[src/design/lrupr_pkg.sv]
// ----------------------------------------------------------------------------
// lrupr_pkg
// Shared widths, reset values and the controller command bundle for the
// LRU page replacement block.
// ----------------------------------------------------------------------------
package lrupr_pkg;

  localparam int FRAMES_DEF    = 16;
  localparam int PAGE_BITS_DEF = 16;

  localparam int CFG_W      = 5;
  localparam int PAGE_W     = 16;
  localparam int FRAME_IDX_W = 4;
  localparam int FAULT_W    = 32;

  localparam logic [CFG_W-1:0] FRAMES_IN_USE_RST = 5'd16;

  localparam logic ACT_REF   = 1'b0;
  localparam logic ACT_CLEAR = 1'b1;

  typedef struct packed {
    logic capture;
    logic look;
    logic update;
  } cmd_t;

endpackage

[src/design/lrupr_req_if.sv]
// ----------------------------------------------------------------------------
// lrupr_req_if
// Request channel: one page reference or clear action per item.
// ----------------------------------------------------------------------------
interface lrupr_req_if;

  logic                          valid;
  logic                          ready;
  logic                          action;
  logic [lrupr_pkg::PAGE_W-1:0]  page_number;

  modport source (output valid, output action, output page_number, input ready);
  modport sink   (input valid, input action, input page_number, output ready);

endinterface

[src/design/lrupr_rsp_if.sv]
// ----------------------------------------------------------------------------
// lrupr_rsp_if
// Response channel: one lookup result per item.
// ----------------------------------------------------------------------------
interface lrupr_rsp_if;

  logic                               valid;
  logic                               ready;
  logic                               hit;
  logic [lrupr_pkg::FRAME_IDX_W-1:0]  frame_index;
  logic                               evicted_valid;
  logic [lrupr_pkg::PAGE_W-1:0]       evicted_page;
  logic [lrupr_pkg::FAULT_W-1:0]      fault_count;

  modport source (output valid, output hit, output frame_index, output evicted_valid,
                  output evicted_page, output fault_count, input ready);
  modport sink   (input valid, input hit, input frame_index, input evicted_valid,
                  input evicted_page, input fault_count, output ready);

endinterface

[src/design/lru_page_replacement.sv]
// ----------------------------------------------------------------------------
// lru_page_replacement
// LRU page frame manager: tag lookup, fill of free frames, eviction of the
// least recently used frame, saturating fault count.
// A request passes the capture, lookup and update states in order; the response
// register is loaded on update, which waits while the response is still held.
// A new request is taken only back in idle, after the controller has committed
// the last one; it may be taken while a response waits.
// Reset: synchronous; empties all frames, zeroes ranks and the fault count,
// sets frames_in_use to 16. No clearing pass.
// ----------------------------------------------------------------------------
module lru_page_replacement #(
  parameter int FRAMES    = lrupr_pkg::FRAMES_DEF,
  parameter int PAGE_BITS = lrupr_pkg::PAGE_BITS_DEF
) (
  input  logic                         clk,
  input  logic                         rst,
  input  logic                         cfg_we,
  input  logic [lrupr_pkg::CFG_W-1:0]  cfg_wdata,
  lrupr_req_if.sink                    req,
  lrupr_rsp_if.source                  rsp
);

  lrupr_pkg::cmd_t cmd;

  lrupr_ctrl u_ctrl (
    .clk       (clk),
    .rst       (rst),
    .req_valid (req.valid),
    .req_ready (req.ready),
    .rsp_valid (rsp.valid),
    .rsp_ready (rsp.ready),
    .cmd       (cmd)
  );

  lrupr_dp #(
    .FRAMES    (FRAMES),
    .PAGE_BITS (PAGE_BITS)
  ) u_dp (
    .clk           (clk),
    .rst           (rst),
    .cmd           (cmd),
    .cfg_we        (cfg_we),
    .cfg_wdata     (cfg_wdata),
    .action        (req.action),
    .page_number   (req.page_number),
    .hit           (rsp.hit),
    .frame_index   (rsp.frame_index),
    .evicted_valid (rsp.evicted_valid),
    .evicted_page  (rsp.evicted_page),
    .fault_count   (rsp.fault_count)
  );

  a_cmd_onehot: assert property (@(posedge clk) disable iff (rst)
    $onehot0({cmd.capture, cmd.look, cmd.update}))
    else $error("controller commands overlap");

  a_capture_then_look: assert property (@(posedge clk) disable iff (rst)
    cmd.capture |=> cmd.look)
    else $error("lookup did not follow capture");

  a_hit_no_evict: assert property (@(posedge clk) disable iff (rst)
    rsp.valid |-> !(rsp.hit && rsp.evicted_valid))
    else $error("hit reported with eviction");

  a_evict_page_zero: assert property (@(posedge clk) disable iff (rst)
    (rsp.valid && !rsp.evicted_valid) |-> (rsp.evicted_page == '0))
    else $error("evicted page nonzero without eviction");

endmodule

[src/design/lrupr_ctrl.sv]
// ----------------------------------------------------------------------------
// lrupr_ctrl
// Sequencer: capture a request, run the frame lookup, then commit the
// update and load the response register once it is free.
// ----------------------------------------------------------------------------
module lrupr_ctrl (
  input  logic             clk,
  input  logic             rst,
  input  logic             req_valid,
  output logic             req_ready,
  output logic             rsp_valid,
  input  logic             rsp_ready,
  output lrupr_pkg::cmd_t  cmd
);

  localparam logic [1:0] S_IDLE = 2'd0;
  localparam logic [1:0] S_LOOK = 2'd1;
  localparam logic [1:0] S_UPD  = 2'd2;

  logic [1:0] state;
  logic [1:0] state_next;
  logic       rsp_valid_next;

  assign req_ready   = (state == S_IDLE);
  assign cmd.capture = req_valid && (state == S_IDLE);
  assign cmd.look    = (state == S_LOOK);
  assign cmd.update  = (state == S_UPD) && (!rsp_valid || rsp_ready);

  always_comb begin
    state_next = state;
    case (state)
      S_IDLE: begin
        if (cmd.capture) begin
          state_next = S_LOOK;
        end
      end
      S_LOOK: begin
        state_next = S_UPD;
      end
      S_UPD: begin
        if (cmd.update) begin
          state_next = S_IDLE;
        end
      end
      default: begin
        state_next = S_IDLE;
      end
    endcase
  end

  always_comb begin
    if (cmd.update) begin
      rsp_valid_next = 1'b1;
    end else if (rsp_ready) begin
      rsp_valid_next = 1'b0;
    end else begin
      rsp_valid_next = rsp_valid;
    end
  end

  always_ff @(posedge clk) begin
    if (rst) begin
      state     <= S_IDLE;
      rsp_valid <= 1'b0;
    end else begin
      state     <= state_next;
      rsp_valid <= rsp_valid_next;
    end
  end

endmodule

[src/design/lrupr_dp.sv]
// ----------------------------------------------------------------------------
// lrupr_dp
// Frame store with parallel tag match, free-frame and victim selection,
// recency rank update, fault counter and the response register.
// ----------------------------------------------------------------------------
module lrupr_dp #(
  parameter int FRAMES    = lrupr_pkg::FRAMES_DEF,
  parameter int PAGE_BITS = lrupr_pkg::PAGE_BITS_DEF
) (
  input  logic                                clk,
  input  logic                                rst,
  input  lrupr_pkg::cmd_t                     cmd,
  input  logic                                cfg_we,
  input  logic [lrupr_pkg::CFG_W-1:0]         cfg_wdata,
  input  logic                                action,
  input  logic [lrupr_pkg::PAGE_W-1:0]        page_number,
  output logic                                hit,
  output logic [lrupr_pkg::FRAME_IDX_W-1:0]   frame_index,
  output logic                                evicted_valid,
  output logic [lrupr_pkg::PAGE_W-1:0]        evicted_page,
  output logic [lrupr_pkg::FAULT_W-1:0]       fault_count
);

  localparam int FW   = $clog2(FRAMES);
  localparam int RW   = FW;
  localparam int CMPW = (FW > lrupr_pkg::CFG_W) ? FW : lrupr_pkg::CFG_W;
  localparam logic [RW-1:0] RANK_MAX = RW'(FRAMES - 1);

  logic [lrupr_pkg::CFG_W-1:0]   frames_in_use;
  logic [PAGE_BITS-1:0]          page_q   [FRAMES];
  logic [FRAMES-1:0]             valid_q;
  logic [RW-1:0]                 rank_q   [FRAMES];
  logic [lrupr_pkg::FAULT_W-1:0] faults;

  logic                          act_q;
  logic [PAGE_BITS-1:0]          req_page;

  logic [FRAMES-1:0]             in_use;
  logic [FRAMES-1:0]             match_vec;
  logic [FRAMES-1:0]             free_vec;
  logic [FRAMES-1:0]             victim_vec;
  logic [FRAMES-1:0]             match_first;
  logic [FRAMES-1:0]             free_first;

  logic                          hit_q;
  logic                          fill_q;
  logic [FRAMES-1:0]             sel_q;

  logic [FW-1:0]                 sel_idx;
  logic [RW-1:0]                 sel_rank;
  logic [PAGE_BITS-1:0]          sel_page;
  logic [FRAMES-1:0]             age_vec;
  logic [lrupr_pkg::FAULT_W-1:0] faults_next;

  // Frames in use: frame 0 always, others below the configured count.
  always_comb begin
    for (int i = 0; i < FRAMES; i++) begin
      in_use[i] = (i == 0) || (CMPW'(i) < CMPW'(frames_in_use));
    end
  end

  always_comb begin
    for (int i = 0; i < FRAMES; i++) begin
      match_vec[i] = in_use[i] && valid_q[i] && (page_q[i] == req_page);
      free_vec[i]  = in_use[i] && !valid_q[i];
    end
  end

  // Victim: highest rank among frames in use, lowest index on ties.
  always_comb begin
    for (int i = 0; i < FRAMES; i++) begin
      victim_vec[i] = in_use[i];
      for (int j = 0; j < FRAMES; j++) begin
        if (in_use[j] && (j != i)) begin
          if (j < i) begin
            if (!(rank_q[j] < rank_q[i])) begin
              victim_vec[i] = 1'b0;
            end
          end else begin
            if (rank_q[j] > rank_q[i]) begin
              victim_vec[i] = 1'b0;
            end
          end
        end
      end
    end
  end

  assign match_first = match_vec & (~match_vec + {{(FRAMES-1){1'b0}}, 1'b1});
  assign free_first  = free_vec & (~free_vec + {{(FRAMES-1){1'b0}}, 1'b1});

  always_comb begin
    sel_idx  = '0;
    sel_rank = '0;
    sel_page = '0;
    for (int i = 0; i < FRAMES; i++) begin
      if (sel_q[i]) begin
        sel_idx  = sel_idx | FW'(i);
        sel_rank = sel_rank | rank_q[i];
        sel_page = sel_page | page_q[i];
      end
    end
  end

  always_comb begin
    for (int i = 0; i < FRAMES; i++) begin
      age_vec[i] = !sel_q[i] && valid_q[i] && (rank_q[i] < RANK_MAX) &&
                   (fill_q || (rank_q[i] < sel_rank));
    end
  end

  always_comb begin
    if (act_q == lrupr_pkg::ACT_CLEAR) begin
      faults_next = '0;
    end else if (hit_q || (faults == '1)) begin
      faults_next = faults;
    end else begin
      faults_next = faults + lrupr_pkg::FAULT_W'(1);
    end
  end

  always_ff @(posedge clk) begin
    if (rst) begin
      frames_in_use <= lrupr_pkg::FRAMES_IN_USE_RST;
    end else if (cfg_we) begin
      frames_in_use <= cfg_wdata;
    end
  end

  always_ff @(posedge clk) begin
    if (cmd.capture) begin
      act_q    <= action;
      req_page <= PAGE_BITS'(page_number);
    end
  end

  always_ff @(posedge clk) begin
    if (cmd.look) begin
      hit_q  <= |match_vec;
      fill_q <= !(|match_vec) && (|free_vec);
      if (|match_vec) begin
        sel_q <= match_first;
      end else if (|free_vec) begin
        sel_q <= free_first;
      end else begin
        sel_q <= victim_vec;
      end
    end
  end

  always_ff @(posedge clk) begin
    if (rst) begin
      valid_q <= '0;
      faults  <= '0;
      for (int i = 0; i < FRAMES; i++) begin
        rank_q[i] <= '0;
      end
    end else if (cmd.update) begin
      faults <= faults_next;
      if (act_q == lrupr_pkg::ACT_CLEAR) begin
        valid_q <= '0;
        for (int i = 0; i < FRAMES; i++) begin
          rank_q[i] <= '0;
        end
      end else begin
        for (int i = 0; i < FRAMES; i++) begin
          if (sel_q[i]) begin
            rank_q[i] <= '0;
          end else if (age_vec[i]) begin
            rank_q[i] <= rank_q[i] + RW'(1);
          end
        end
        if (!hit_q) begin
          valid_q <= valid_q | sel_q;
        end
      end
    end
  end

  always_ff @(posedge clk) begin
    if (cmd.update && (act_q != lrupr_pkg::ACT_CLEAR) && !hit_q) begin
      for (int i = 0; i < FRAMES; i++) begin
        if (sel_q[i]) begin
          page_q[i] <= req_page;
        end
      end
    end
  end

  always_ff @(posedge clk) begin
    if (cmd.update) begin
      fault_count <= faults_next;
      if (act_q == lrupr_pkg::ACT_CLEAR) begin
        hit           <= 1'b0;
        frame_index   <= '0;
        evicted_valid <= 1'b0;
        evicted_page  <= '0;
      end else begin
        hit           <= hit_q;
        frame_index   <= lrupr_pkg::FRAME_IDX_W'(sel_idx);
        evicted_valid <= !hit_q && !fill_q;
        if (!hit_q && !fill_q) begin
          evicted_page <= lrupr_pkg::PAGE_W'(sel_page);
        end else begin
          evicted_page <= '0;
        end
      end
    end
  end

endmodule

[src/flat_wrapper.sv]
// flat-port wrapper written by rule: the top's interface ports become plain ports
module lru_page_replacement_flat 
#(
  parameter int FRAMES    = lrupr_pkg::FRAMES_DEF,
  parameter int PAGE_BITS = lrupr_pkg::PAGE_BITS_DEF
)
  (clk, rst, cfg_we, cfg_wdata, req_valid, req_action, req_page_number, req_ready, rsp_valid, rsp_hit, rsp_frame_index, rsp_evicted_valid, rsp_evicted_page, rsp_fault_count, rsp_ready);
  lrupr_req_if req_i ();
  lrupr_rsp_if rsp_i ();
  input  logic clk;
  input  logic rst;
  input  logic cfg_we;
  input  logic [lrupr_pkg::CFG_W-1:0] cfg_wdata;
  input wire logic [$bits(req_i.valid)-1:0] req_valid;
  input wire logic [$bits(req_i.action)-1:0] req_action;
  input wire logic [$bits(req_i.page_number)-1:0] req_page_number;
  output wire logic [$bits(req_i.ready)-1:0] req_ready;
  output wire logic [$bits(rsp_i.valid)-1:0] rsp_valid;
  output wire logic [$bits(rsp_i.hit)-1:0] rsp_hit;
  output wire logic [$bits(rsp_i.frame_index)-1:0] rsp_frame_index;
  output wire logic [$bits(rsp_i.evicted_valid)-1:0] rsp_evicted_valid;
  output wire logic [$bits(rsp_i.evicted_page)-1:0] rsp_evicted_page;
  output wire logic [$bits(rsp_i.fault_count)-1:0] rsp_fault_count;
  input wire logic [$bits(rsp_i.ready)-1:0] rsp_ready;
  assign req_i.valid = req_valid;
  assign req_i.action = req_action;
  assign req_i.page_number = req_page_number;
  assign req_ready = req_i.ready;
  assign rsp_valid = rsp_i.valid;
  assign rsp_hit = rsp_i.hit;
  assign rsp_frame_index = rsp_i.frame_index;
  assign rsp_evicted_valid = rsp_i.evicted_valid;
  assign rsp_evicted_page = rsp_i.evicted_page;
  assign rsp_fault_count = rsp_i.fault_count;
  assign rsp_i.ready = rsp_ready;
  lru_page_replacement #(.FRAMES(FRAMES), .PAGE_BITS(PAGE_BITS)) u_core (.clk(clk), .rst(rst), .cfg_we(cfg_we), .cfg_wdata(cfg_wdata), .req(req_i), .rsp(rsp_i));
endmodule
[config.mk]
export PLATFORM = sky130hd
export DESIGN_NAME = lru_page_replacement_flat
export DESIGN_NICKNAME = d
export VERILOG_FILES = /design/src/design/lrupr_pkg.sv /design/src/design/lrupr_req_if.sv /design/src/design/lrupr_rsp_if.sv /design/src/design/lru_page_replacement.sv /design/src/design/lrupr_ctrl.sv /design/src/design/lrupr_dp.sv /design/src/flat_wrapper.sv
export SDC_FILE = /design/constraint.sdc
export NUM_CORES = 1
export LEC_CHECK = 0
export BUFFER_PORTS_ARGS = -buffer_cell sky130_fd_sc_hd__buf_2
export CAP_MARGIN = 20
export CORE_ASPECT_RATIO = 0.5
export CORE_MARGIN = 3
export CORE_UTILIZATION = 35
export DETAILED_ROUTE_END_ITERATION = 10
export PLACE_DENSITY = 0.56
export SLEW_MARGIN = 20
export SYNTH_ARGS = -nofsm -noshare
export SYNTH_HDL_FRONTEND = slang
export SYNTH_HIERARCHICAL = 1
export SYNTH_SLANG_ARGS = --single-unit
[constraint.sdc]
create_clock -name clk -period 9.04 [get_ports clk]
set_input_delay 1.356 -clock clk [delete_from_list [all_inputs] [get_ports clk]]
set_output_delay 1.356 -clock clk [all_outputs]
set_load 0.1 [all_outputs]
==> impl_metrics.py <==
metrics = {
    "status": {
        "status": "finished, final reports clean",
    },
    "hold_path": {
        "hp-start": "u_core/u_dp/faults[5]",
        "hold_depth": 2,
        "worstHoldPathType": "flip-flop to flip-flop",
        "whs_endpoint": "u_core/u_dp/faults[5]",
    },
    "sta": {
        "slew_viol_final": 0,
        "rsz0062_at_grt": "false",
        "setup_slack_ns": 4.07,
        "finalHoldViolCount": 0,
        "finalSetupViolCount": 0,
        "period_share_pct": 55.0,
        "fin_tns_setup_ns": 0,
        "relSlewSlack_pct": 18.6,
        "tightest_slew_ns": 1.22,
        "fin_crit_ns": 4.97,
        "fmax_mhz": 201,
        "skew_ns": 0.0598,
    },
    "layout": {
        "fill_cells": 9115,
        "final_area_um2": 37200,
        "final_core_util_pct": 39.7,
        "layout-drive-gt1-share_pct": 9.60,
        "stdcell_count": 4620,
        "nets": 3802,
        "area_delta_synth_final_pct": 11.7,
    },
    "clocking": {
        "cts_root_buffer": "clkbuf_16",
        "cts_tree": "yes",
        "cts.clk_slew.worst_paths_ns": 0.06,
        "cts-buffers-inserted": 46,
        "clkLatencyLatePin_ns": 0.64,
        "clk_path_buf_depth": 3,
        "cts_sinks": 465,
        "cts.htree.levels": 2,
        "cts_resized": 0,
        "cts_hold_buf": 0,
        "cts_setup_buffers": 0,
    },
    "detailed_routing": {
        "wirelength_um": 137000,
        "first_pass_iters": 6,
        "drcViolationCount": 0,
        "vias": 28900,
        "ant_nets": 0,
        "drt-initial-drc-count": 4201,
        "wire_per_inst_um": 29.7,
        "vias_per_cell": 6.25,
    },
    "synth": {
        "async_flop_share_pct": 0,
        "yosysWarnings": 6,
        "synth_top_flop_cell": "edfxtp_1",
        "synth_edf_count": 409,
        "yosys.cell_types.count": 90,
        "synthCells": 3223,
        "syn_nets": 3697,
        "yosysSeqAreaShare_pct": 40.3,
        "ys_ff_latch": 465,
        "synthesis.area_um2": 33300,
        "avgSynthCellArea_um2": 10.3,
    },
    "worst_setup_path": {
        "critPathArrivalTime_ns": 5.25,
        "r2r_cells": 8,
        "r2r_end": "u_core/u_dp/rank_q[2][13]",
        "crit_type": "input pin to flip-flop",
        "reg2reg_setup_slack_ns": 4.45,
        "cp-start-kind": "input pin",
        "r2r-start": "u_core/u_ctrl/state[1]",
        "cp.required_ns": 9.32,
        "cp-end-kind": "flip-flop",
        "path_max_fanout": 25,
    },
    "pwr": {
        "p_leak_nw": 13.7,
        "ir_worst_vdd_v": 0.000152,
        "power_density_nw_per_um2": 146,
    },
    "placed_design": {
        "placed_cells": 4535,
        "hpwl_um": 95900,
        "place_congestion": 1.00,
        "dpl_cell_area_um2": 35600,
        "port_buffers": 82,
        "dp_slack_ns": 3.46,
    },
    "die": {
        "dieHeight_um": 224,
        "start_util_pct": 35.5,
        "chipWidth_um": 442,
        "io_pins": 83,
        "dieArea_um2": 99000,
        "core_um2": 93600,
        "fp-row-count": 79,
    },
    "global_route": {
        "grt_max_degree": 59,
        "grt-ovfl-total": 0,
        "grt_usage_pct": 26.7,
        "first_global_vias": 26900,
        "grt_pass1_wl_um": 195000,
        "antenna_found_initial": 4,
    },
    "job": {
        "cap_violations": 0,
    },
}
worst max-delay path, cell delays in order:
cell,delay [ns]
buf_2,0.08
nand2b_1,0.12
nor2b_4,0.82
inv_1,0.61
nor2_2,0.25
nand2_1,0.65
nor4bb_1,0.69
inv_1,0.17
o21ai_0,0.46
placed cells by master, fill, tap and decap left out, types with 8 or more instances in the layout:
| cell | synthesis | layout |
|---|---|---|
| and3_1 | 24 | 24 |
| a22o_1 | 55 | 55 |
| edfxtp_1 | 409 | 409 |
| or2_2 | 17 | 17 |
| nand2_1 | 130 | 130 |
| nor4bb_1 | 8 | 8 |
| o2111ai_1 | 8 | 8 |
| o211ai_1 | 15 | 15 |
| nor4_1 | 52 | 52 |
| nor3b_1 | 9 | 9 |
| a21oi_1 | 226 | 226 |
| a221oi_1 | 62 | 62 |
| nand2b_1 | 89 | 89 |
| or3_1 | 18 | 18 |
| inv_1 | 96 | 96 |
| nor2_1 | 179 | 178 |
| nand4_1 | 81 | 81 |
| a21o_1 | 30 | 30 |
| a2111oi_0 | 19 | 18 |
| and4_1 | 17 | 17 |
| o21ai_0 | 177 | 177 |
| clkbuf_16 | 0 | 46 |
| clkbuf_1 | 107 | 12 |
| xor2_1 | 91 | 91 |
| nand3_1 | 67 | 67 |
| a31oi_1 | 35 | 34 |
| a211oi_1 | 20 | 19 |
| ha_1 | 447 | 447 |
| a22oi_1 | 66 | 66 |
| dfxtp_1 | 56 | 56 |
| and2_1 | 20 | 20 |
| buf_4 | 5 | 124 |
| buf_2 | 33 | 82 |
| o22ai_1 | 20 | 20 |
| or4_1 | 9 | 9 |
| o21a_1 | 44 | 44 |
| o31ai_1 | 8 | 8 |
| nor2b_1 | 24 | 23 |
| nor3_1 | 111 | 107 |
| xnor2_1 | 227 | 227 |
state kept, by name, indices dropped and copies added (netlist names):
signal	count
u_core/u_ctrl/rsp_valid	1
u_core/u_ctrl/state	2
u_core/u_dp/act_q	1
u_core/u_dp/evicted_page	16
u_core/u_dp/evicted_valid	1
u_core/u_dp/fault_count	32
u_core/u_dp/faults	32
u_core/u_dp/fill_q	1
u_core/u_dp/frame_index	4
u_core/u_dp/frames_in_use	5
u_core/u_dp/hit	1
u_core/u_dp/hit_q	1
u_core/u_dp/page_q	256
u_core/u_dp/rank_q	64
u_core/u_dp/req_page	16
u_core/u_dp/sel_q	16
u_core/u_dp/valid_q	16
metrics by stage:
step | hold WS [ns] | total power [mW]
finish | 0.525 | 5.43
detailed placement | 0.514 | 3.45
CTS | 0.522 | 5.43
global placement | 0.498 | 3.43
floorplan | 0.482 | 3.08
global route | 0.545 | 5.62
logic make-up after synthesis:
family	share of synthesized area, %
and+or+nand+nor	14.3
AOI/OAI and AO/OA	17.1
DFF	40.3
adders and majority gates	16.8
xor gates and xnor gates	8.37
buffers and inverters	2.99
muxes	0.150
cell usage after synthesis (all sizes together), types with 21 or more instances:
library cell / n / area [um2]
ha: 447 / 5590
edfxtp: 409 / 12300
xnor2: 227 / 1990
a21oi: 226 / 1130
o21ai: 184 / 925
nor2: 179 / 672
nand2: 131 / 499
nor3: 112 / 566
clkbuf: 108 / 407
inv: 97 / 364
xor2: 91 / 797
nand2b: 89 / 557
nand4: 81 / 507
nand3: 67 / 335
a22oi: 66 / 495
a221oi: 62 / 543
dfxtp: 56 / 1120
nor4: 56 / 393
a22o: 55 / 482
o21a: 44 / 330
buf: 41 / 221
a31oi: 36 / 231
a21o: 30 / 225
and3: 24 / 150
nor2b: 24 / 150
a2111oi: 21 / 221
a211oi: 21 / 163
o22ai: 21 / 138
metal layers:
layer	part of all wire, %	global-route usage [%]	vias to the layer above
met1	42	37.2	14100
met4	5.1	11.6	6
li1	-	-	12600
met3	11	5.60	380
met2	42	40.0	1824
met5	0.023	0	-
worst max path at each step:
stage | start | end | slack (ns) | cells past startpoint
floorplan | rsp_ready | u_core/u_dp/page_q[1][100] | 4.74 | 7
detailed placement | rsp_ready | u_core/u_dp/rank_q[2][13] | 3.46 | 9
global route | rsp_ready | u_core/u_dp/rank_q[1][0] | 3.82 | 9
finish | rsp_ready | u_core/u_dp/rank_q[2][13] | 4.07 | 9
global placement | rsp_ready | u_core/u_dp/rank_q[1][0] | 3.61 | 9
CTS | rsp_ready | u_core/u_dp/rank_q[2][14] | 4.14 | 9
cell type report:
type / count / area, um2 / share of cell area, %
Tap cell: 1255 / 1570 / 4.23
Inverter: 98 / 368 / 0.990
Multi-Input combinational cell: 2511 / 18900 / 51.0
Clock inverter: 22 / 279 / 0.751
Timing Repair Buffer: 206 / 1340 / 3.61
Clock buffer: 62 / 1250 / 3.37
Sequential cell: 465 / 13400 / 36.1
Antenna cell: 1 / 2.50 / 0.00673
power by group:
part           total, mW  leakage (nW)  switching, mW  internal, mW
registers           2.42          4.21         0.0447          2.37
logic               1.03          8.73          0.706         0.319
clock network       1.98         0.739          0.886          1.10
Power figures use the tool's default switching activity.
